`src/rtl/sync_cursor_table_parser_assert.svh`:
```
// ----------------------------------------------------------------------------
// sync_cursor_table_parser_assert.svh
// Assertion macros used by the cursor table parser RTL.
// ----------------------------------------------------------------------------
`ifndef SYNC_CURSOR_TABLE_PARSER_ASSERT_SVH
`define SYNC_CURSOR_TABLE_PARSER_ASSERT_SVH

// Condition must never hold outside reset.
`define SCTP_ASSERT_NEVER(lbl, cond, msg) \
  lbl: assert property (@(posedge clk) disable iff (rst) !(cond)) else $error(msg);

// Antecedent implies consequent in the same cycle.
`define SCTP_ASSERT_IMP(lbl, ante, cons, msg) \
  lbl: assert property (@(posedge clk) disable iff (rst) (ante) |-> (cons)) else $error(msg);

// Antecedent implies consequent in the next cycle.
`define SCTP_ASSERT_NEXT(lbl, ante, cons, msg) \
  lbl: assert property (@(posedge clk) disable iff (rst) (ante) |=> (cons)) else $error(msg);

`endif

```
`src/rtl/sctp_pkg.sv`:
```
`timescale 1ns / 1ps
// ----------------------------------------------------------------------------
// sctp_pkg
// Constants and types of the cursor table parser.
// ----------------------------------------------------------------------------
package sctp_pkg;

  localparam int MAX_ENTRIES   = 16;
  localparam int HEADER_BYTES  = 4;
  localparam int ENTRY_BYTES   = 14;
  localparam int TABLE_VERSION = 1;
  localparam int POS_LIMIT     = HEADER_BYTES + ENTRY_BYTES * MAX_ENTRIES + 1;

  localparam int POS_W   = $clog2(POS_LIMIT + 1);
  localparam int CNT_W   = $clog2(MAX_ENTRIES + 1);
  localparam int OFF_W   = $clog2(ENTRY_BYTES);
  localparam int KEY_W   = 16;
  localparam int REV_W   = 32;
  localparam int TOTAL_W = 5;

  // byte offsets of the entry fields
  localparam int OFF_ACKED   = 2;
  localparam int OFF_APPLIED = 6;
  localparam int OFF_WAITING = 10;

  typedef enum logic {
    KIND_ENTRY  = 1'b0,
    KIND_STATUS = 1'b1
  } rec_kind_t;

  typedef enum logic {
    STATUS_OK  = 1'b0,
    STATUS_BAD = 1'b1
  } parse_status_t;

  typedef struct packed {
    rec_kind_t           kind;
    logic [KEY_W-1:0]    key;
    logic [REV_W-1:0]    acked;
    logic [REV_W-1:0]    applied;
    logic [REV_W-1:0]    waiting;
    parse_status_t       status;
    logic [TOTAL_W-1:0]  total;
  } rec_t;

  // control from the parser into the key chain
  typedef struct packed {
    logic             shift;
    logic [KEY_W-1:0] key;
  } key_probe_t;

endpackage

```
`src/rtl/sctp_in_if.sv`:
```
`timescale 1ns / 1ps
// ----------------------------------------------------------------------------
// sctp_in_if
// Byte channel into the parser: one table byte per word.
// ----------------------------------------------------------------------------
interface sctp_in_if;
  logic       valid;
  logic       ready;
  logic [7:0] data_byte;
  logic       final_byte;

  modport source (output valid, data_byte, final_byte, input ready);
  modport sink   (input valid, data_byte, final_byte, output ready);
endinterface

```
`src/rtl/sctp_out_if.sv`:
```
`timescale 1ns / 1ps
// ----------------------------------------------------------------------------
// sctp_out_if
// Record channel out of the parser: one entry or status record per word.
// ----------------------------------------------------------------------------
interface sctp_out_if;
  logic        valid;
  logic        ready;
  logic        record_kind;
  logic [15:0] entry_key;
  logic [31:0] acked_revision;
  logic [31:0] applied_revision;
  logic [31:0] waiting_revision;
  logic        parse_status;
  logic [4:0]  entry_total;

  modport source (output valid, record_kind, entry_key, acked_revision,
                  applied_revision, waiting_revision, parse_status, entry_total,
                  input ready);
  modport sink   (input valid, record_kind, entry_key, acked_revision,
                  applied_revision, waiting_revision, parse_status, entry_total,
                  output ready);
endinterface

```
`src/rtl/sctp_key_cell.sv`:
```
`timescale 1ns / 1ps
// ----------------------------------------------------------------------------
// sctp_key_cell
// One stored key: shifts to its neighbor on insert, ORs its match into the chain.
// ----------------------------------------------------------------------------
module sctp_key_cell
  import sctp_pkg::*;
(
  input  logic             clk,
  input  logic             shift,
  input  logic [KEY_W-1:0] key_in,
  input  logic [KEY_W-1:0] probe,
  input  logic             live,
  input  logic             match_in,
  output logic [KEY_W-1:0] key_out,
  output logic             match_out
);

  logic [KEY_W-1:0] key;

  always_ff @(posedge clk) begin
    if (shift) begin
      key <= key_in;
    end
  end

  assign key_out   = key;
  assign match_out = match_in | (live & (key == probe));

endmodule

```
`src/rtl/sctp_key_chain.sv`:
```
`timescale 1ns / 1ps
// ----------------------------------------------------------------------------
// sctp_key_chain
// Row of key cells, newest key in cell 0; flags a repeat of the probe key.
// ----------------------------------------------------------------------------
module sctp_key_chain
  import sctp_pkg::*;
(
  input  logic             clk,
  input  key_probe_t       ctl,
  input  logic [CNT_W-1:0] entries_done,
  output logic             dup
);

  logic [KEY_W-1:0] key_link [MAX_ENTRIES+1];
  logic             match_link [MAX_ENTRIES+1];

  assign key_link[0]   = ctl.key;
  assign match_link[0] = 1'b0;

  for (genvar i = 0; i < MAX_ENTRIES; i++) begin : g_cell
    // cells below the fill level hold keys of this table
    logic live;
    assign live = (CNT_W'(i) < entries_done);

    sctp_key_cell u_cell (
      .clk       (clk),
      .shift     (ctl.shift),
      .key_in    (key_link[i]),
      .probe     (ctl.key),
      .live      (live),
      .match_in  (match_link[i]),
      .key_out   (key_link[i+1]),
      .match_out (match_link[i+1])
    );
  end

  assign dup = match_link[MAX_ENTRIES];

endmodule

```
`src/rtl/sync_cursor_table_parser.sv`:
```
`timescale 1ns / 1ps
// ----------------------------------------------------------------------------
// sync_cursor_table_parser
// Streaming cursor table parser with per-entry records and a final status.
// ----------------------------------------------------------------------------
// The block takes one table byte per cycle on byte_in and, when it completes a
// 14-byte entry that is well formed, puts an entry record on rec_out; the byte
// flagged final produces a status record (ok with the entry count, or
// malformed with a zero count) and returns the parser to its start state for
// the next table. Bytes keep flowing as long as rec_out keeps taking words:
// the single output register lets the next byte in while the last record is
// taken. A final byte that also completes an entry yields two words; the
// status word waits in a holding register and byte_in stalls while it is
// held. Duplicate keys are found by a row of MAX_ENTRIES key cells, each
// comparing its stored key against the entry's key in the same cycle; a good
// entry shifts its key into the row. No clearing pass is needed after reset.
// ----------------------------------------------------------------------------
module sync_cursor_table_parser
  import sctp_pkg::*;
(
  input  logic        clk,
  input  logic        rst,
  sctp_in_if.sink     byte_in,
  sctp_out_if.source  rec_out
);

`include "sync_cursor_table_parser_assert.svh"

  // parse state
  logic [POS_W-1:0] byte_position, byte_position_next;
  logic [CNT_W-1:0] declared_count, declared_count_next;
  logic [CNT_W-1:0] entries_done, entries_done_next;
  logic [OFF_W-1:0] field_off, field_off_next;
  logic             error_seen, error_next;

  // entry being assembled (payload, no reset)
  logic [KEY_W-1:0] assembly_key, assembly_key_next;
  logic [REV_W-1:0] assembly_acked, assembly_acked_next;
  logic [REV_W-1:0] assembly_applied, assembly_applied_next;
  logic [REV_W-1:0] assembly_waiting, assembly_waiting_next;

  // output register and second-word holding register
  logic out_valid;
  rec_t out_rec;
  logic stat_pending;
  rec_t pend_rec;

  logic       accept, out_take;
  logic       emit_entry, table_ok, dup;
  logic [POS_W-1:0] expected;
  logic [OFF_W-1:0] sub;
  rec_t       entry_rec, stat_rec;
  key_probe_t probe;

  assign out_take     = rec_out.valid & rec_out.ready;
  assign byte_in.ready = ~stat_pending & (~out_valid | rec_out.ready);
  assign accept       = byte_in.valid & byte_in.ready;

  assign expected = POS_W'(HEADER_BYTES) + POS_W'(ENTRY_BYTES) * POS_W'(declared_count);

  // key row: probe with the assembled key, insert it on a good entry
  sctp_key_chain u_chain (
    .clk          (clk),
    .ctl          (probe),
    .entries_done (entries_done),
    .dup          (dup)
  );

  always_comb begin
    byte_position_next    = byte_position;
    declared_count_next   = declared_count;
    entries_done_next     = entries_done;
    field_off_next        = field_off;
    error_next            = error_seen;
    assembly_key_next     = assembly_key;
    assembly_acked_next   = assembly_acked;
    assembly_applied_next = assembly_applied;
    assembly_waiting_next = assembly_waiting;
    emit_entry            = 1'b0;
    probe.key             = assembly_key;
    probe.shift           = 1'b0;
    sub                   = '0;

    if (!error_seen) begin
      if (byte_position == POS_W'(0)) begin
        if (byte_in.data_byte != 8'(TABLE_VERSION)) begin
          error_next = 1'b1;
        end
      end else if (byte_position == POS_W'(1)) begin
        if (byte_in.data_byte > 8'(MAX_ENTRIES)) begin
          error_next = 1'b1;
        end else begin
          declared_count_next = byte_in.data_byte[CNT_W-1:0];
        end
      end else if (byte_position < POS_W'(HEADER_BYTES)) begin
        if (byte_in.data_byte != 8'd0) begin
          error_next = 1'b1;
        end
      end else if (byte_position >= expected) begin
        error_next = 1'b1;
      end else begin
        // little-endian byte lanes of each field
        if (field_off < OFF_W'(OFF_ACKED)) begin
          assembly_key_next[{field_off[0], 3'b000} +: 8] = byte_in.data_byte;
        end else if (field_off < OFF_W'(OFF_APPLIED)) begin
          sub = field_off - OFF_W'(OFF_ACKED);
          assembly_acked_next[{sub[1:0], 3'b000} +: 8] = byte_in.data_byte;
        end else if (field_off < OFF_W'(OFF_WAITING)) begin
          sub = field_off - OFF_W'(OFF_APPLIED);
          assembly_applied_next[{sub[1:0], 3'b000} +: 8] = byte_in.data_byte;
        end else begin
          sub = field_off - OFF_W'(OFF_WAITING);
          assembly_waiting_next[{sub[1:0], 3'b000} +: 8] = byte_in.data_byte;
        end

        if (field_off == OFF_W'(ENTRY_BYTES - 1)) begin
          field_off_next = '0;
          // good: nonzero key, pending revision absent or ahead, key not seen
          if (assembly_key_next != '0 &&
              !(assembly_waiting_next != '0 &&
                assembly_waiting_next <= assembly_acked_next) &&
              !dup && entries_done < CNT_W'(MAX_ENTRIES)) begin
            probe.shift       = accept;
            emit_entry        = 1'b1;
            entries_done_next = entries_done + CNT_W'(1);
          end else begin
            error_next = 1'b1;
          end
        end else begin
          field_off_next = field_off + OFF_W'(1);
        end
      end
    end

    if (byte_position < POS_W'(POS_LIMIT)) begin
      byte_position_next = byte_position + POS_W'(1);
    end

    table_ok = ~error_next && (byte_position_next == expected) &&
               (byte_position_next >= POS_W'(HEADER_BYTES));

    entry_rec.kind    = KIND_ENTRY;
    entry_rec.key     = assembly_key_next;
    entry_rec.acked   = assembly_acked_next;
    entry_rec.applied = assembly_applied_next;
    entry_rec.waiting = assembly_waiting_next;
    entry_rec.status  = STATUS_OK;
    entry_rec.total   = '0;

    stat_rec.kind    = KIND_STATUS;
    stat_rec.key     = '0;
    stat_rec.acked   = '0;
    stat_rec.applied = '0;
    stat_rec.waiting = '0;
    stat_rec.status  = table_ok ? STATUS_OK : STATUS_BAD;
    stat_rec.total   = table_ok ? TOTAL_W'(declared_count) : '0;
  end

  // Parse state. Gated shift into the key row comes from probe.shift, which
  // only rises on an accepted byte.
  always_ff @(posedge clk) begin
    if (rst) begin
      byte_position  <= '0;
      declared_count <= '0;
      entries_done   <= '0;
      field_off      <= '0;
      error_seen     <= 1'b0;
    end else if (accept) begin
      if (byte_in.final_byte) begin
        // table done: back to the start state
        byte_position  <= '0;
        declared_count <= '0;
        entries_done   <= '0;
        field_off      <= '0;
        error_seen     <= 1'b0;
      end else begin
        byte_position  <= byte_position_next;
        declared_count <= declared_count_next;
        entries_done   <= entries_done_next;
        field_off      <= field_off_next;
        error_seen     <= error_next;
      end
    end
  end

  always_ff @(posedge clk) begin
    if (accept) begin
      assembly_key     <= assembly_key_next;
      assembly_acked   <= assembly_acked_next;
      assembly_applied <= assembly_applied_next;
      assembly_waiting <= assembly_waiting_next;
    end
  end

  // Output side: entry word first, status word held behind it when both occur.
  always_ff @(posedge clk) begin
    if (rst) begin
      out_valid    <= 1'b0;
      stat_pending <= 1'b0;
    end else if (accept && (emit_entry || byte_in.final_byte)) begin
      out_valid    <= 1'b1;
      out_rec      <= emit_entry ? entry_rec : stat_rec;
      stat_pending <= emit_entry & byte_in.final_byte;
      pend_rec     <= stat_rec;
    end else if (out_take) begin
      if (stat_pending) begin
        out_rec      <= pend_rec;
        stat_pending <= 1'b0;
      end else begin
        out_valid <= 1'b0;
      end
    end
  end

  assign rec_out.valid            = out_valid;
  assign rec_out.record_kind      = out_rec.kind;
  assign rec_out.entry_key        = out_rec.key;
  assign rec_out.acked_revision   = out_rec.acked;
  assign rec_out.applied_revision = out_rec.applied;
  assign rec_out.waiting_revision = out_rec.waiting;
  assign rec_out.parse_status     = out_rec.status;
  assign rec_out.entry_total      = out_rec.total;

  // held status word always sits behind a valid output word
  `SCTP_ASSERT_IMP(a_pend_behind_out, stat_pending, out_valid, "status held with empty output")
  // the key row never fills past the declared count
  `SCTP_ASSERT_NEVER(a_done_le_count, entries_done > declared_count, "entries beyond count")
  // a final byte returns the parser to its start state
  `SCTP_ASSERT_NEXT(a_final_clears, accept && byte_in.final_byte, byte_position == '0 && entries_done == '0 && !error_seen, "parser not cleared after final byte")

endmodule
```
`src/flat_wrapper.sv`:
```
// flat-port wrapper written by rule: the top's interface ports become plain ports
module sync_cursor_table_parser_flat import sctp_pkg::*;
  (clk, rst, byte_in_valid, byte_in_data_byte, byte_in_final_byte, byte_in_ready, rec_out_valid, rec_out_record_kind, rec_out_entry_key, rec_out_acked_revision, rec_out_applied_revision, rec_out_waiting_revision, rec_out_parse_status, rec_out_entry_total, rec_out_ready);
  sctp_in_if byte_in_i ();
  sctp_out_if rec_out_i ();
  input  logic clk;
  input  logic rst;
  input wire logic [$bits(byte_in_i.valid)-1:0] byte_in_valid;
  input wire logic [$bits(byte_in_i.data_byte)-1:0] byte_in_data_byte;
  input wire logic [$bits(byte_in_i.final_byte)-1:0] byte_in_final_byte;
  output wire logic [$bits(byte_in_i.ready)-1:0] byte_in_ready;
  output wire logic [$bits(rec_out_i.valid)-1:0] rec_out_valid;
  output wire logic [$bits(rec_out_i.record_kind)-1:0] rec_out_record_kind;
  output wire logic [$bits(rec_out_i.entry_key)-1:0] rec_out_entry_key;
  output wire logic [$bits(rec_out_i.acked_revision)-1:0] rec_out_acked_revision;
  output wire logic [$bits(rec_out_i.applied_revision)-1:0] rec_out_applied_revision;
  output wire logic [$bits(rec_out_i.waiting_revision)-1:0] rec_out_waiting_revision;
  output wire logic [$bits(rec_out_i.parse_status)-1:0] rec_out_parse_status;
  output wire logic [$bits(rec_out_i.entry_total)-1:0] rec_out_entry_total;
  input wire logic [$bits(rec_out_i.ready)-1:0] rec_out_ready;
  assign byte_in_i.valid = byte_in_valid;
  assign byte_in_i.data_byte = byte_in_data_byte;
  assign byte_in_i.final_byte = byte_in_final_byte;
  assign byte_in_ready = byte_in_i.ready;
  assign rec_out_valid = rec_out_i.valid;
  assign rec_out_record_kind = rec_out_i.record_kind;
  assign rec_out_entry_key = rec_out_i.entry_key;
  assign rec_out_acked_revision = rec_out_i.acked_revision;
  assign rec_out_applied_revision = rec_out_i.applied_revision;
  assign rec_out_waiting_revision = rec_out_i.waiting_revision;
  assign rec_out_parse_status = rec_out_i.parse_status;
  assign rec_out_entry_total = rec_out_i.entry_total;
  assign rec_out_i.ready = rec_out_ready;
  sync_cursor_table_parser u_core (.clk(clk), .rst(rst), .byte_in(byte_in_i), .rec_out(rec_out_i));
endmodule
```
`config.mk`:
```
export PLATFORM = sky130hd
export DESIGN_NAME = sync_cursor_table_parser_flat
export DESIGN_NICKNAME = d
export VERILOG_FILES = /design/src/rtl/sctp_pkg.sv /design/src/rtl/sctp_in_if.sv /design/src/rtl/sctp_out_if.sv /design/src/rtl/sctp_key_cell.sv /design/src/rtl/sctp_key_chain.sv /design/src/rtl/sync_cursor_table_parser.sv /design/src/flat_wrapper.sv
export VERILOG_INCLUDE_DIRS = /design/src /design/src/rtl
export SDC_FILE = /design/constraint.sdc
export NUM_CORES = 1
export LEC_CHECK = 0
export BUFFER_PORTS_ARGS = -buffer_cell sky130_fd_sc_hd__buf_2
export CORE_UTILIZATION = 45
export DETAILED_ROUTE_END_ITERATION = 8
export SETUP_SLACK_MARGIN = 0.5
export SYNTH_ARGS = -nofsm -noshare
export SYNTH_HDL_FRONTEND = slang
export SYNTH_SLANG_ARGS = --single-unit
```
`constraint.sdc`:
```
create_clock -name clk -period 10.6 [get_ports clk]
set_clock_uncertainty 0.05 [all_clocks]
set_input_delay 0.53 -clock clk [delete_from_list [all_inputs] [get_ports clk]]
set_output_delay 0.53 -clock clk [all_outputs]
set_load 0.01 [all_outputs]
```
; Word level (Yosys, flattened, before mapping)
; Index checks and enable logic that the tools add are counted.
[totals]
regBits = 518
latchBits = 0
ram_bits = 0
romBits = 0
in_bits = 13
wordCells = 280
n_memories = 0
[classes]
n_addsub = 11
n_mul = 1
n_div = 0
magnitude_cmp = 26
eq_ne = 27
shifts = 8
mux = 106
bitwise = 40
reduce_logical = 25
[op_table]
columns = cell, n
row1 = 2-to-1 mux 32 bit, 33
row2 = 2-to-1 mux 119 bit, 4
row3 = == test 16 bit, 16
row4 = 2-to-1 mux 16 bit, 11
row5 = bitwise mux 32 bit, 3
row6 = "variable shift 8 x 7 -> 32 bit, first input constant", 3
row7 = indexed part select 8 x 7 -> 32 bit, 3
row8 = 2-to-1 mux 5 bit, 14
row9 = "less-than comparator 4 x 5 -> 1 bit, first input constant", 8
row10 = less-or-equal comparator 32 bit, 1
row11 = nonzero test 32 bit, 1
row12 = 2-to-1 mux 1 bit, 31
row13 = 2-to-1 mux 4 bit, 7
row14 = negator 5 -> 7 bit, 3
row15 = AND 1 bit, 20
row16 = "less-than comparator 3 x 5 -> 1 bit, first input constant", 4
row17 = bitwise mux 16 bit, 1
row18 = 2-to-1 mux 8 bit, 2
row19 = bitwise OR 1 bit, 16
row20 = nonzero test 16 bit, 1
row21 = "variable shift 8 x 6 -> 16 bit, first input constant", 1
row22 = indexed part select 8 x 6 -> 16 bit, 1
row23 = "!= test 2 bit, second input constant", 7
row24 = "less-than comparator 1 x 5 -> 1 bit, first input constant", 2
row25 = other kinds (33), 51

; Logic depth before layout (Yosys ltp)
; Gate-level depths: netlist of the first run.
[depth]
ltp_word = 33
depth_mapped = 20
mapped_depth_nobuf = 18

; By module
; Synthesis of the first run repeated with hierarchy kept, for this count alone.
[unflattened]
hier_cells = 1806
hier_area_um2 = 24136.9
[by_module_without_submodules]
columns = module, instances, cells_each, area_each_um2, seq_area_each_um2
row1 = sync_cursor_table_parser, 1, 1170, 13425.4, 7617.3
row2 = sctp_key_cell, 16, 38, 659.4, 480.5
row3 = sctp_key_chain, 1, 28, 161.4, 0.0

; Least setup slack after synthesis of the first run
; No wires, ideal clock.
[synth_path]
kind = flip-flop to flip-flop
startpoint = reg u_core.declared_count[2]
endpoint = reg u_core.u_chain.g_cell[0].u_cell.key[0] (enable)
arrival_time_ps = 8870
slack_ps = 1088
path_stages_with_launch = 19
n_path_buf = 2
synth_period_minus_slack_ps = 9512
path_cell_list = dfxtp_1 > fa_1 > ha_1 > fa_1 > nand3_1 > or2_1 > o311a_1 > o22a_1 > xor2_1 > ha_1 > nand2_1 > and3_1 > nand3b_1 > nor3_1 > and4_1 > nand4_1 > buf_2 > buf_2 > inv_1
[synth_between]
elab_chain_cells = 8
[synth_lines]
columns = item, line_no
row1 = "start, declared", sync_cursor_table_parser.sv:31  ; logic [CNT_W-1:0] declared_count, declared_count_next;
row2 = "start signal, assigned", sync_cursor_table_parser.sv:178  ; declared_count <= declared_count_next;
row3 = multiplier 3 x 5 -> 7 bit, sync_cursor_table_parser.sv:59  ; assign expected = POS_W'(HEADER_BYTES) + POS_W'(ENTRY_BYTES) * POS_W'(declared_count);
row4 = adder 3 x 8 -> 8 bit, sync_cursor_table_parser.sv:59
row5 = >= comparator 8 bit, sync_cursor_table_parser.sv:99  ; end else if (byte_position >= expected) begin
row6 = 2-to-1 mux 1 bit, sync_cursor_table_parser.sv:99
row7 = 2-to-1 mux 1 bit, sync_cursor_table_parser.sv:95  ; end else if (byte_position < POS_W'(HEADER_BYTES)) begin
row8 = 2-to-1 mux 1 bit, sync_cursor_table_parser.sv:89  ; end else if (byte_position == POS_W'(1)) begin
row9 = 2-to-1 mux 1 bit, sync_cursor_table_parser.sv:85  ; if (byte_position == POS_W'(0)) begin
row10 = 2-to-1 mux 1 bit, sync_cursor_table_parser.sv:84  ; if (!error_seen) begin
row11 = named net u_core.u_chain.g_cell[0].u_cell.shift, sctp_key_cell.sv:10  ; input logic shift,
row12 = "end signal, assigned", sctp_key_cell.sv:23  ; key <= key_in;
row13 = "end, declared", sctp_key_cell.sv:19  ; logic [KEY_W-1:0] key;
; The timed path passes the listed nets, and every way through them passes these cells.
; A chain may end at the register's enable or synchronous reset.

; Worst setup path in the final report of the first run
[layout_path]
startpoint = reg u_core.declared_count[2]
endpoint = reg u_core.out_rec (netlist bit u_core.rec_out.waiting_revision[14]) (enable)
[layout_between]
elab_chain_cells = 12
word_cells_on_any_way = 13
[layout_lines]
columns = item, line_no
row1 = multiplier 3 x 5 -> 7 bit (*), sync_cursor_table_parser.sv:59
row2 = adder 3 x 8 -> 8 bit (*), sync_cursor_table_parser.sv:59
row3 = >= comparator 8 bit (*), sync_cursor_table_parser.sv:99
row4 = 2-to-1 mux 1 bit (*), sync_cursor_table_parser.sv:99
row5 = 2-to-1 mux 1 bit (*), sync_cursor_table_parser.sv:95
row6 = 2-to-1 mux 1 bit (*), sync_cursor_table_parser.sv:89
row7 = 2-to-1 mux 1 bit (*), sync_cursor_table_parser.sv:85
row8 = 2-to-1 mux 1 bit (*), sync_cursor_table_parser.sv:84
row9 = logical OR 1 bit (*), sync_cursor_table_parser.sv:200  ; end else if (accept && (emit_entry || byte_in.final_byte)) begin
row10 = logical AND 1 bit (*), sync_cursor_table_parser.sv:200
row11 = nonzero test 2 bit (no line), --
row12 = AND reduction 3 bit (no line) (*), --
row13 = "end signal, assigned", sync_cursor_table_parser.sv:202  ; out_rec <= emit_entry ? entry_rec : stat_rec;
row14 = "end signal, assigned", sync_cursor_table_parser.sv:207  ; out_rec <= pend_rec;
row15 = "end, declared", sync_cursor_table_parser.sv:44  ; rec_t out_rec;
; Mark *: on every way between the ends. The rest lies on a longest branch, timed or not.

==> impl_metrics.py, run 1 <==
metrics = {
    "synthesis": {
        "synth.net_count": 1976,
        "yosys.area.top_type": "edfxtp_1",
        "synth.distinct_cells": 79,
        "ys.flop_type": "edfxtp_1",
        "avgSynthCellArea_um2": 12.79,
        "synth-edff-count": 477,
        "ys.warnings.count": 0,
        "ys_top_cells_by_area": "edfxtp_1, xor2_1, nor2b_1",
        "yosys.area.top_type_share_pct": 58.86,
        "netlist_area_um2": 24330,
        "async_reset_ff_share_pct": 0,
        "synth_cells": 1902,
        "ys_seq_elements": 502,
        "synth_seq_area_share_pct": 60.92,
    },
    "hold_path": {
        "hp-class": "in2reg",
        "hold_depth": 4,
        "hp-start": "rec_out_ready",
        "min_to": "u_core.stat_pending",
    },
    "worst_setup_path": {
        "crit_type": "reg2reg",
        "path_max_fanout": 67,
        "crit_chain": "fa_1, ha_1, fa_1, nand3_1, or2_1, o311a_1, o22a_1, xor2_1, ha_1, nand2_1, a21oi_1, o21ai_1, nand3b_1, nor3_1, and4_1, and3_1, o31a_2, buf_4, buf_4",
        "reg2regPathDepth": 19,
        "worst_setup_path_end_kind": "register",
        "cpMaxStageDelayCell": "buf_4",
        "r2r_start": "u_core.declared_count[2]",
        "cp-start-kind": "register",
        "arrival_ns": 6.82,
        "ff2ff_setup_slack_ns": 3.95,
        "crit_path_start": "u_core.declared_count[2]",
        "r2r_end": "u_core.rec_out.waiting_revision[14]",
        "slowest_delay_ns": 0.77,
        "cp.required_ns": 10.77,
    },
    "timing": {
        "setup-tns-final_ns": 0,
        "fin_crit_ns": 6.649,
        "fmax_ghz": 0.1504,
        "rsz0062_at_grt": "no",
        "relSlewSlack_pct": 17.18,
        "finalMaxSlewViolations": 0,
        "timing.final.hold_violations": 0,
        "finalHoldWorstSlack_ns": 0.2944,
        "finalCritPeriodShare_pct": 62.73,
        "tightest_slew_ns": 1.237,
        "worst_slack_ns": 3.951,
        "setup_viol": 0,
    },
    "grt": {
        "first_global_vias": 15370,
        "grt_overflow": 0,
        "antenna_found_initial": 2,
        "global_route.usage.total_pct": 21.43,
        "gr-usage-met1_pct": 29.36,
        "grt_max_degree": 107,
        "gr-max-usage-layer": "met2",
        "grt_util_met2_pct": 34.90,
        "grtUsageMet3_pct": 3.210,
        "grt_first_pass_wirelength_um": 89000,
    },
    "clocking": {
        "ctsHoldBuffers": 0,
        "clk_latency_ns": 0.61,
        "cts_made_buffers": 53,
        "cts_tree": "built",
        "h-tree-depth": 2,
        "cts.sinks": 502,
        "cts_resized": 0,
        "cts_root_buf": "clkbuf_16",
        "post_cts_buffers": 0,
        "path_clk_slew_ns": 0.06,
        "ctsLongestPathBuffers": 3,
    },
    "routing": {
        "wire_per_inst_um": 21.49,
        "via_count": 15570,
        "initialDrtViolationCount": 1393,
        "vias_per_cell": 5.674,
        "drc_errors": 0,
        "first_pass_iters": 5,
        "routed_wl_um": 58950,
        "ant_nets": 0,
    },
    "power_and_ir_drop": {
        "p_per_area_nw_per_um2": 157.7,
        "power_frac_comb_pct": 5.8,
        "p_int_mw": 3.304,
        "power_frac_clock_pct": 42.3,
        "netSwitchingFraction_pct": 22.45,
        "seqPwrFrac_pct": 51.9,
        "power_leakage_nw": 9.661,
        "ir_drop_uv": 121.4,
        "power.switching_uw": 956.6,
    },
    "placement": {
        "port_buffers": 133,
        "postPlaceCellArea_um2": 25340,
        "hpwl_um": 41350,
        "place_congestion": 0.8785,
        "post-place-ws_ns": 3.977,
    },
    "finish": {
        "fin_area_um2": 27020,
        "syn_to_final_growth_pct": 11.04,
        "drive_above_1_share_pct": 13.83,
        "final_nets": 2085,
    },
    "floorplan": {
        "rows": 84,
        "die_h_um": 234.5,
        "start_util_pct": 45.94,
        "ios": 134,
        "die_w_um": 234.5,
        "coreArea_um2": 52970,
        "fp.dieArea_um2": 55010,
    },
    "run_status": {
        "outcome": "finished clean",
    },
    "job": {
        "max_cap_viol_count": 0,
    },
}
## worst max path at each step
| stage | end | slack [ns] | cells past startpoint |
|---|---|---|---|
| after floorplan | u_core.u_chain.g_cell[0].u_cell.key_out[0] | 1.09 | 18 |
| after global placement | u_core.rec_out.waiting_revision[20] | 4.14 | 19 |
| after detailed placement | u_core.rec_out.waiting_revision[20] | 3.98 | 19 |
| after CTS | u_core.rec_out.applied_revision[22] | 3.95 | 19 |
| after global routing | u_core.rec_out.acked_revision[13] | 3.45 | 16 |
| final | u_core.rec_out.waiting_revision[14] | 3.95 | 19 |
## cell usage in the layout, fill, tap and decap left out, types with 6 or more instances in the layout
cell	n
edfxtp_1	477
xor2_1	212
nand2_1	175
buf_2	133
nor2b_1	115
o21ai_0	104
nor4_1	83
nor2_1	72
a21oi_1	70
ha_1	56
clkbuf_16	54
mux2_2	43
xnor2_1	42
nand3_1	35
inv_1	31
nor3_1	31
nand4_1	28
dfxtp_1	25
buf_4	23
clkinv_1	18
a32oi_1	16
a32o_1	11
clkbuf_1	11
and3_1	10
a21o_1	9
a211oi_1	9
or3_1	8
o22ai_1	8
nor4b_1	8
a22oi_1	6
nand2b_1	6
o311ai_1	6
## per-stage QoR
| stage | power, mW | util [%] | cells |
|---|---|---|---|
| floorplan | 2.433 | - | 1902 |
| global placement | 2.495 | 47.85 | 2644 |
| detailed placement | 2.500 | 47.85 | 2644 |
| CTS | 4.303 | 51.00 | 2742 |
| global route | 4.398 | 51.01 | 2743 |
| finish | 4.261 | 51.01 | 2743 |
## cells by family (layout without fill, tap and decap cells)
family | after synthesis | after routing | synth area share, %
AOI/OAI and AO/OA | 287 | 287 | 7.456
xor gates and xnor gates | 257 | 257 | 9.394
adders and majority gates | 61 | 61 | 3.291
buffers and inverters | 135 | 287 | 3.414
DFF | 502 | 502 | 60.92
muxes | 45 | 45 | 2.072
other | 0 | 1 | 0
and+or+nand+nor | 615 | 615 | 13.45
## synthesized netlist by cell type (14+ instances only)
| cell | number |
|---|---|
| nand2_1 | 176 |
| inv_1 | 33 |
| nor2_1 | 72 |
| o21ai_0 | 104 |
| dfxtp_1 | 25 |
| xnor2_1 | 42 |
| a21oi_1 | 70 |
| nand3_1 | 35 |
| a32oi_1 | 16 |
| xor2_1 | 212 |
| mux2_2 | 43 |
| nor2b_1 | 115 |
| nor3_1 | 31 |
| ha_1 | 56 |
| buf_6 | 14 |
| nor4_1 | 83 |
| clkbuf_1 | 52 |
| edfxtp_1 | 477 |
| nand4_1 | 28 |
## registers in the layout, indices dropped and copies added, names as in the netlist, 8 cells and up
name	count
u_core.u_chain.g_cell.u_cell.key_out	240
u_core.assembly_acked	32
u_core.assembly_applied	32
u_core.assembly_waiting	32
u_core.rec_out.acked_revision	32
u_core.rec_out.applied_revision	32
u_core.rec_out.waiting_revision	32
u_core.assembly_key	16
u_core.rec_out.entry_key	16
u_core.byte_position	8
## power by group through the flow
stage          sequential (mW)  combinational (mW)  clock [mW]
2_1_floorplan             2.25               0.181           0
3_3_place_gp              2.25               0.244           0
3_5_place_dp              2.25               0.248           0
4_1_cts                   2.21               0.249        1.84
5_1_grt                   2.21               0.273        1.91
6_report                  2.21               0.249        1.80
## routing by layer
layer / up-vias / wire, µm
met3: 106 / 3459
li1: 7285 / -
met1: 7679 / 26000
met4: 2 / 1494
met5: - / 19
met2: 493 / 27980
## worst max-delay path, delay by kind of cell, from the launching register on
| family | cells | cell delay, ns |
|---|---|---|
| AOI/OAI and AO/OA | 5 | 1.09 |
| buffers and inverters | 2 | 1.32 |
| xor gates and xnor gates | 1 | 0.16 |
| and+or+nand+nor | 7 | 1.47 |
| DFF | 1 | 0.54 |
| adders and majority gates | 4 | 1.55 |
## area by class of cell
type | count | area, µm²
Fill cell | 4668 | 25950
Inverter | 33 | 133.9
Timing Repair Buffer | 156 | 838.3
Clock buffer | 65 | 1393
Sequential cell | 502 | 14820
Tap cell | 688 | 860.8
Multi-Input combinational cell | 1265 | 8687
Antenna cell | 1 | 2.502
Clock inverter | 33 | 280.3
No activity file was read; power rests on OpenSTA's default activity.
==> run 2, diff against run 1 <==
--- a/config.mk
+++ b/config.mk
@@ -6,6 +6,7 @@
 export SDC_FILE = /design/constraint.sdc
 export NUM_CORES = 1
 export LEC_CHECK = 0
+export ABC_AREA = 1
 export BUFFER_PORTS_ARGS = -buffer_cell sky130_fd_sc_hd__buf_2
 export CORE_UTILIZATION = 45
 export DETAILED_ROUTE_END_ITERATION = 8
==> constraint.sdc (replaced) <==
create_clock -name clk -period 6.5 [get_ports clk]
set_clock_uncertainty 0.05 [all_clocks]
set_input_delay 0.325 -clock clk [delete_from_list [all_inputs] [get_ports clk]]
set_output_delay 0.325 -clock clk [all_outputs]
set_load 0.01 [all_outputs]
==> impl_metrics.py, run 2 <==
metrics = {
    "run_status": {
        "outcome": "finished clean",
    },
    "clocking": {
        "h-tree-depth": 2,
        "cts_tree": "built",
        "path_clk_slew_ns": 0.06,
        "cts_made_buffers": 55,
        "cts.sinks": 502,
        "ctsLongestPathBuffers": 3,
        "clk_latency_ns": 0.60,
        "cts_root_buf": "clkbuf_16",
    },
    "floorplan": {
        "die_h_um": 238.3,
        "rows": 86,
        "die_w_um": 238.3,
        "ios": 134,
        "coreArea_um2": 55090,
        "start_util_pct": 45.60,
        "fp.dieArea_um2": 56770,
    },
    "worst_setup_path": {
        "path_max_fanout": 65,
        "crit_type": "reg2reg",
        "worst_setup_path_end_kind": "register",
        "cp-start-kind": "register",
        "cp.required_ns": 6.70,
        "arrival_ns": 5.70,
        "reg2regPathDepth": 23,
    },
    "routing": {
        "via_count": 18090,
        "routed_wl_um": 61860,
        "vias_per_cell": 5.033,
        "ant_nets": 0,
        "wire_per_inst_um": 17.21,
        "drc_errors": 0,
        "initialDrtViolationCount": 1347,
        "first_pass_iters": 8,
    },
    "placement": {
        "hpwl_um": 44360,
        "port_buffers": 133,
        "place_congestion": 0.8912,
    },
    "synthesis": {
        "synth.net_count": 2753,
        "synth-edff-count": 477,
        "synth_common_cells": "nand2_1, edfxtp_1, inv_1, nor2_1, o21ai_0",
        "ys_top_cells_by_area": "edfxtp_1, nand2_1, inv_1",
        "synth_cells": 2679,
        "avgSynthCellArea_um2": 9.377,
        "ys.flop_type": "edfxtp_1",
        "ys.warnings.count": 0,
        "yosys.area.top_type_share_pct": 57.02,
        "synth_seq_area_share_pct": 59.01,
        "ys_seq_elements": 502,
        "synth_most_common_cell": "nand2_1",
        "netlist_area_um2": 25120,
        "async_reset_ff_share_pct": 0,
        "yosys.area.top_type": "edfxtp_1",
        "synth.distinct_cells": 41,
    },
    "timing": {
        "rsz0062_at_grt": "no",
        "finalMaxSlewViolations": 0,
        "timing.final.hold_violations": 0,
        "relSlewSlack_pct": 28.63,
        "fmax_ghz": 0.1819,
        "finalHoldWorstSlack_ns": 0.03904,
        "setup_viol": 0,
        "tightest_slew_ns": 1.071,
        "finalCritPeriodShare_pct": 84.55,
        "fin_crit_ns": 5.496,
    },
    "finish": {
        "syn_to_final_growth_pct": 13.16,
        "final_util_pct": 51.60,
        "drive_above_1_share_pct": 10.68,
        "final_common_cell": "nand2_1",
        "layout_common_cells": "nand2_1, edfxtp_1, inv_1",
        "largest_reg_flops": 240,
        "antenna_cells": 0,
        "final_nets": 2874,
    },
    "hold_path": {
        "hold_depth": 3,
        "hp-class": "in2reg",
    },
    "grt": {
        "antenna_found_initial": 4,
        "grt_overflow": 0,
        "grt_first_pass_wirelength_um": 96450,
        "grt_max_degree": 95,
        "global_route.usage.total_pct": 21.89,
        "first_global_vias": 17600,
    },
    "power_and_ir_drop": {
        "power_leakage_nw": 12.17,
        "ir_drop_uv": 185.8,
        "power_mw": 7.356,
        "p_per_area_nw_per_um2": 258.8,
    },
    "job": {
        "max_cap_viol_count": 0,
    },
}
run 2: cell types whose count changed after synthesis, sizes merged, moves of 82 or more:
cell and delta:
nor4 -82, nor2b -115, inv +366, xor2 -150, nand2 +545, o21ai +85
nor2 +251
run 2: cell type report:
type	count	area, µm²
Clock buffer	74	1500
Clock inverter	29	331.6
Fill cell	5070	26670
Inverter	400	1509
Multi-Input combinational cell	1688	8464
Sequential cell	502	14830
Tap cell	748	935.9
Timing Repair Buffer	152	848.3
Timing Repair inverter	1	5.005
run 2: metrics by stage:
| stage | area (µm²) | setup slack, ns | std cells | TNS, ns |
|---|---|---|---|---|
| 6_report | 28430 | 1.004 | 3594 | 0 |
| 5_1_grt | 28430 | 0.5915 | 3594 | 0 |
| 4_1_cts | 28420 | 0.7780 | 3593 | 0 |
| 3_5_place_dp | 26580 | 0.8185 | 3489 | 0 |
| 3_3_place_gp | 26580 | 0.9871 | 3489 | 0 |
| 2_1_floorplan | 25210 | -0.5591 | 2679 | -135.21 |
run 2: logic make-up after synthesis:
logic type / after synthesis / share of synthesized area, %
AO/OA/AOI/OAI: 306 / 6.505
adder cells (fa/ha/maj): 61 / 3.188
buffers and inverters: 489 / 7.660
flip-flops: 502 / 59.01
AND/OR/NAND/NOR: 1192 / 19.14
XOR/XNOR: 129 / 4.498
run 2: what timing repair did:
action                                  in CTS  in global routing
buffers inserted                             0                  0
endpoints found under the setup margin       0                250
gates resized for setup                      0                  1
hold buffers                                 1                  0
hold endpoints to repair                     1                  0
run 2: path summary, 6_finish.rpt:
path / slack (ns) / startpoint / to
hold / removal: 0.04 / byte_in_data_byte[2] / u_core.declared_count[2]
setup / recovery: 1.00 / u_core.field_off[0] / u_core.rec_out.waiting_revision[18]
setup reg to reg: 1.00 / u_core.field_off[0] / u_core.rec_out.waiting_revision[18]
hold reg to reg: 0.40 / u_core.u_chain.g_cell[7].u_cell.key_out[1] / u_core.u_chain.g_cell[8].u_cell.key_out[1]
run 2: report_power, final:
part           switching, mW  internal (mW)  leakage, nW
Combinational          0.344          0.163         6.64
Sequential            0.0631           3.59         4.65
Clock                   1.30           1.90        0.886
Total                   1.71           5.65         12.2
run 2: per-layer routing:
metal | GRT usage, % | wire length, µm | vias to the layer above | share of wire, %
met5 | 0 | 38 | - | 0.061
met4 | 7.479 | 1921 | 6 | 3.1
met3 | 3.609 | 2880 | 120 | 4.7
met2 | 37.26 | 30600 | 438 | 49
met1 | 28.29 | 26420 | 8635 | 43
li1 | - | - | 8890 | -
run 2: worst max-delay path, stage by stage, from the launching register on:
cell     delay [ns]
dfxtp_1        0.31
buf_4          0.23
inv_2          0.23
ha_4           0.26
inv_1          0.26
nand2_1        0.21
o21ai_0        0.34
o21ai_1        0.16
ha_1           0.32
nand2_1        0.06
nor2_1         0.13
nand4_1        0.19
nor4_2         0.32
nand2_1        0.10
nand2_1        0.08
nand2_1        0.04
nand2_1        0.12
nand3_2        0.15
nor2_4         0.16
nand3_4        0.27
nand2_2        0.37
nand2_1        0.20
o21ai_4        0.14
buf_12         0.33
==> run 3, diff against run 2 <==
==> constraint.sdc (replaced) <==
create_clock -name clk -period 5.6 [get_ports clk]
set_clock_uncertainty 0.05 [all_clocks]
set_input_delay 0.28 -clock clk [delete_from_list [all_inputs] [get_ports clk]]
set_output_delay 0.28 -clock clk [all_outputs]
set_load 0.01 [all_outputs]
==> impl_metrics.py, run 3 (synthesis gave the netlist of run 2 again) <==
metrics = {
    "finish": {
        "final_util_pct": 52.13,
        "syn_to_final_growth_pct": 14.33,
        "layout_common_cells": "nand2_1, edfxtp_1, inv_1",
        "fillCellCount": 5033,
        "fin_area_um2": 28720,
        "final_cell_count_no_fill": 3623,
        "final_nets": 2903,
        "largest_reg_flops": 240,
        "final_common_cell": "nand2_1",
        "drive_above_1_share_pct": 11.63,
    },
    "timing": {
        "rsz0062_at_grt": "no",
        "finalCritPeriodShare_pct": 85.37,
        "fmax_ghz": 0.2092,
        "finalMaxSlewViolations": 0,
        "fin_crit_ns": 4.781,
        "setup_viol": 0,
        "timing.final.hold_violations": 0,
        "relSlewSlack_pct": 38.79,
        "tightest_slew_ns": 0.9097,
    },
    "power_and_ir_drop": {
        "power_leakage_nw": 12.32,
        "ir_drop_uv": 277.2,
        "p_per_area_nw_per_um2": 293.3,
        "power_mw": 8.423,
    },
    "grt": {
        "antenna_found_initial": 4,
        "grt_first_pass_wirelength_um": 95280,
        "global_route.usage.total_pct": 21.58,
        "grt_max_degree": 77,
        "grt_overflow": 0,
        "first_global_vias": 17740,
    },
    "routing": {
        "ant_nets": 0,
        "drc_errors": 0,
        "initialDrtViolationCount": 1225,
        "routed_wl_um": 61360,
        "via_count": 18070,
        "wire_per_inst_um": 16.93,
        "vias_per_cell": 4.988,
        "first_pass_iters": 5,
    },
    "worst_setup_path": {
        "crit_type": "reg2reg",
        "crit_chain": "inv_1, ha_4, nor2_4, nand2_2, nor2_1, inv_1, nor2_1, a21oi_1, ha_1, nand2_1, o21ai_0, nand2_1, a21oi_1, nor2_1, nand2_1, nand2_1, nand2_1, nand3_2, nor2_4, nand3_4, clkinvlp_4, buf_12, buf_4",
        "path_max_fanout": 50,
        "worst_setup_path_end_kind": "register",
        "cp_common_cell": "nand2_1",
        "cpMaxStageDelayCell": "dfxtp_1",
        "cp-start-kind": "register",
        "cp.required_ns": 5.83,
        "arrival_ns": 5.01,
        "slowest_delay_ns": 0.49,
    },
    "clocking": {
        "ctsLongestPathBuffers": 3,
        "h-tree-depth": 2,
        "cts_tree": "built",
        "cts_root_buf": "clkbuf_16",
        "clk_latency_ns": 0.60,
        "cts_made_buffers": 55,
        "path_clk_slew_ns": 0.06,
        "cts.sinks": 502,
    },
    "placement": {
        "place_congestion": 0.8745,
        "hpwl_um": 44120,
        "postPlaceCellArea_um2": 26710,
        "port_buffers": 133,
        "place_inst": 3500,
    },
    "job": {
        "max_cap_viol_count": 0,
    },
    "floorplan": {
        "die_h_um": 238.3,
        "die_w_um": 238.3,
        "rows": 86,
        "fp.dieArea_um2": 56770,
        "ios": 134,
        "coreArea_um2": 55090,
        "start_util_pct": 45.60,
    },
    "hold_path": {
        "hp-class": "in2reg",
    },
    "run_status": {
        "outcome": "finished clean",
    },
}
[run 3: per-layer routing]
metal / wire [µm] / up-vias / share of wire, % / track usage, %
met2: 30270 / 382 / 49 / 37.22
met3: 2848 / 106 / 4.6 / 3.609
met1: 26360 / 8610 / 43 / 27.63
met5: 17 / - / 0.028 / 0
met4: 1857 / 2 / 3.0 / 6.799
li1: - / 8972 / - / -
[run 3: final timing paths]
path	from	to	slack [ns]	cells after the start
hold reg to reg	u_core.u_chain.g_cell[8].u_cell.key_out[0]	u_core.u_chain.g_cell[9].u_cell.key_out[0]	0.40	0
setup / recovery	u_core.field_off[1]	u_core.u_chain.g_cell[6].u_cell.key_out[8]	0.82	23
hold / removal	rec_out_ready	u_core.stat_pending	0.02	4
setup reg to reg	u_core.field_off[1]	u_core.u_chain.g_cell[6].u_cell.key_out[8]	0.82	23
[run 3: timing repair]
| item | in CTS | in global routing |
|---|---|---|
| setup endpoints to repair | 0 | 278 |
| setup buffers | 0 | 16 |
| gates resized for setup | 0 | 5 |
| hold endpoints to repair | 2 | 0 |
| hold buffers | 2 | 0 |
[run 3: metrics by stage]
stage | hold WS, ns | setup WS (ns) | TNS (ns)
after detailed placement | 0.3892 | 0.5897 | 0
after floorplan | 0.3706 | -1.459 | -409.42
after global placement | 0.3884 | 0.5570 | 0
after global routing | 0.01980 | 0.5131 | 0
final | 0.02433 | 0.8193 | 0
after CTS | 0.006576 | 0.5579 | 0
[run 3: final cells by class]
class	count	area, µm²	share of cell area [%]
Tap cell	748	935.9	3.259
Clock buffer	79	1558	5.424
Multi-Input combinational cell	1688	8479	29.52
Sequential cell	502	14830	51.64
Clock inverter	22	211.5	0.7363
Inverter	400	1513	5.267
Antenna cell	2	5.005	0.01743
Timing Repair Buffer	182	1186	4.130
[run 3: report_power, final]
part / internal (mW) / switching, mW / total, mW
Sequential: 4.16 / 0.0623 / 4.22
Combinational: 0.200 / 0.413 / 0.613
Clock: 2.11 / 1.48 / 3.59
Total: 6.47 / 1.96 / 8.42
[run 3: critical path, delay by kind of cell (launching register included)]
| kind | cells | cell delay (ns) |
|---|---|---|
| AND/OR/NAND/NOR | 13 | 1.63 |
| buffers and inverters | 5 | 1.15 |
| adder cells (fa/ha/maj) | 2 | 0.62 |
| flip-flops | 1 | 0.49 |
| AO/OA/AOI/OAI | 3 | 0.47 |
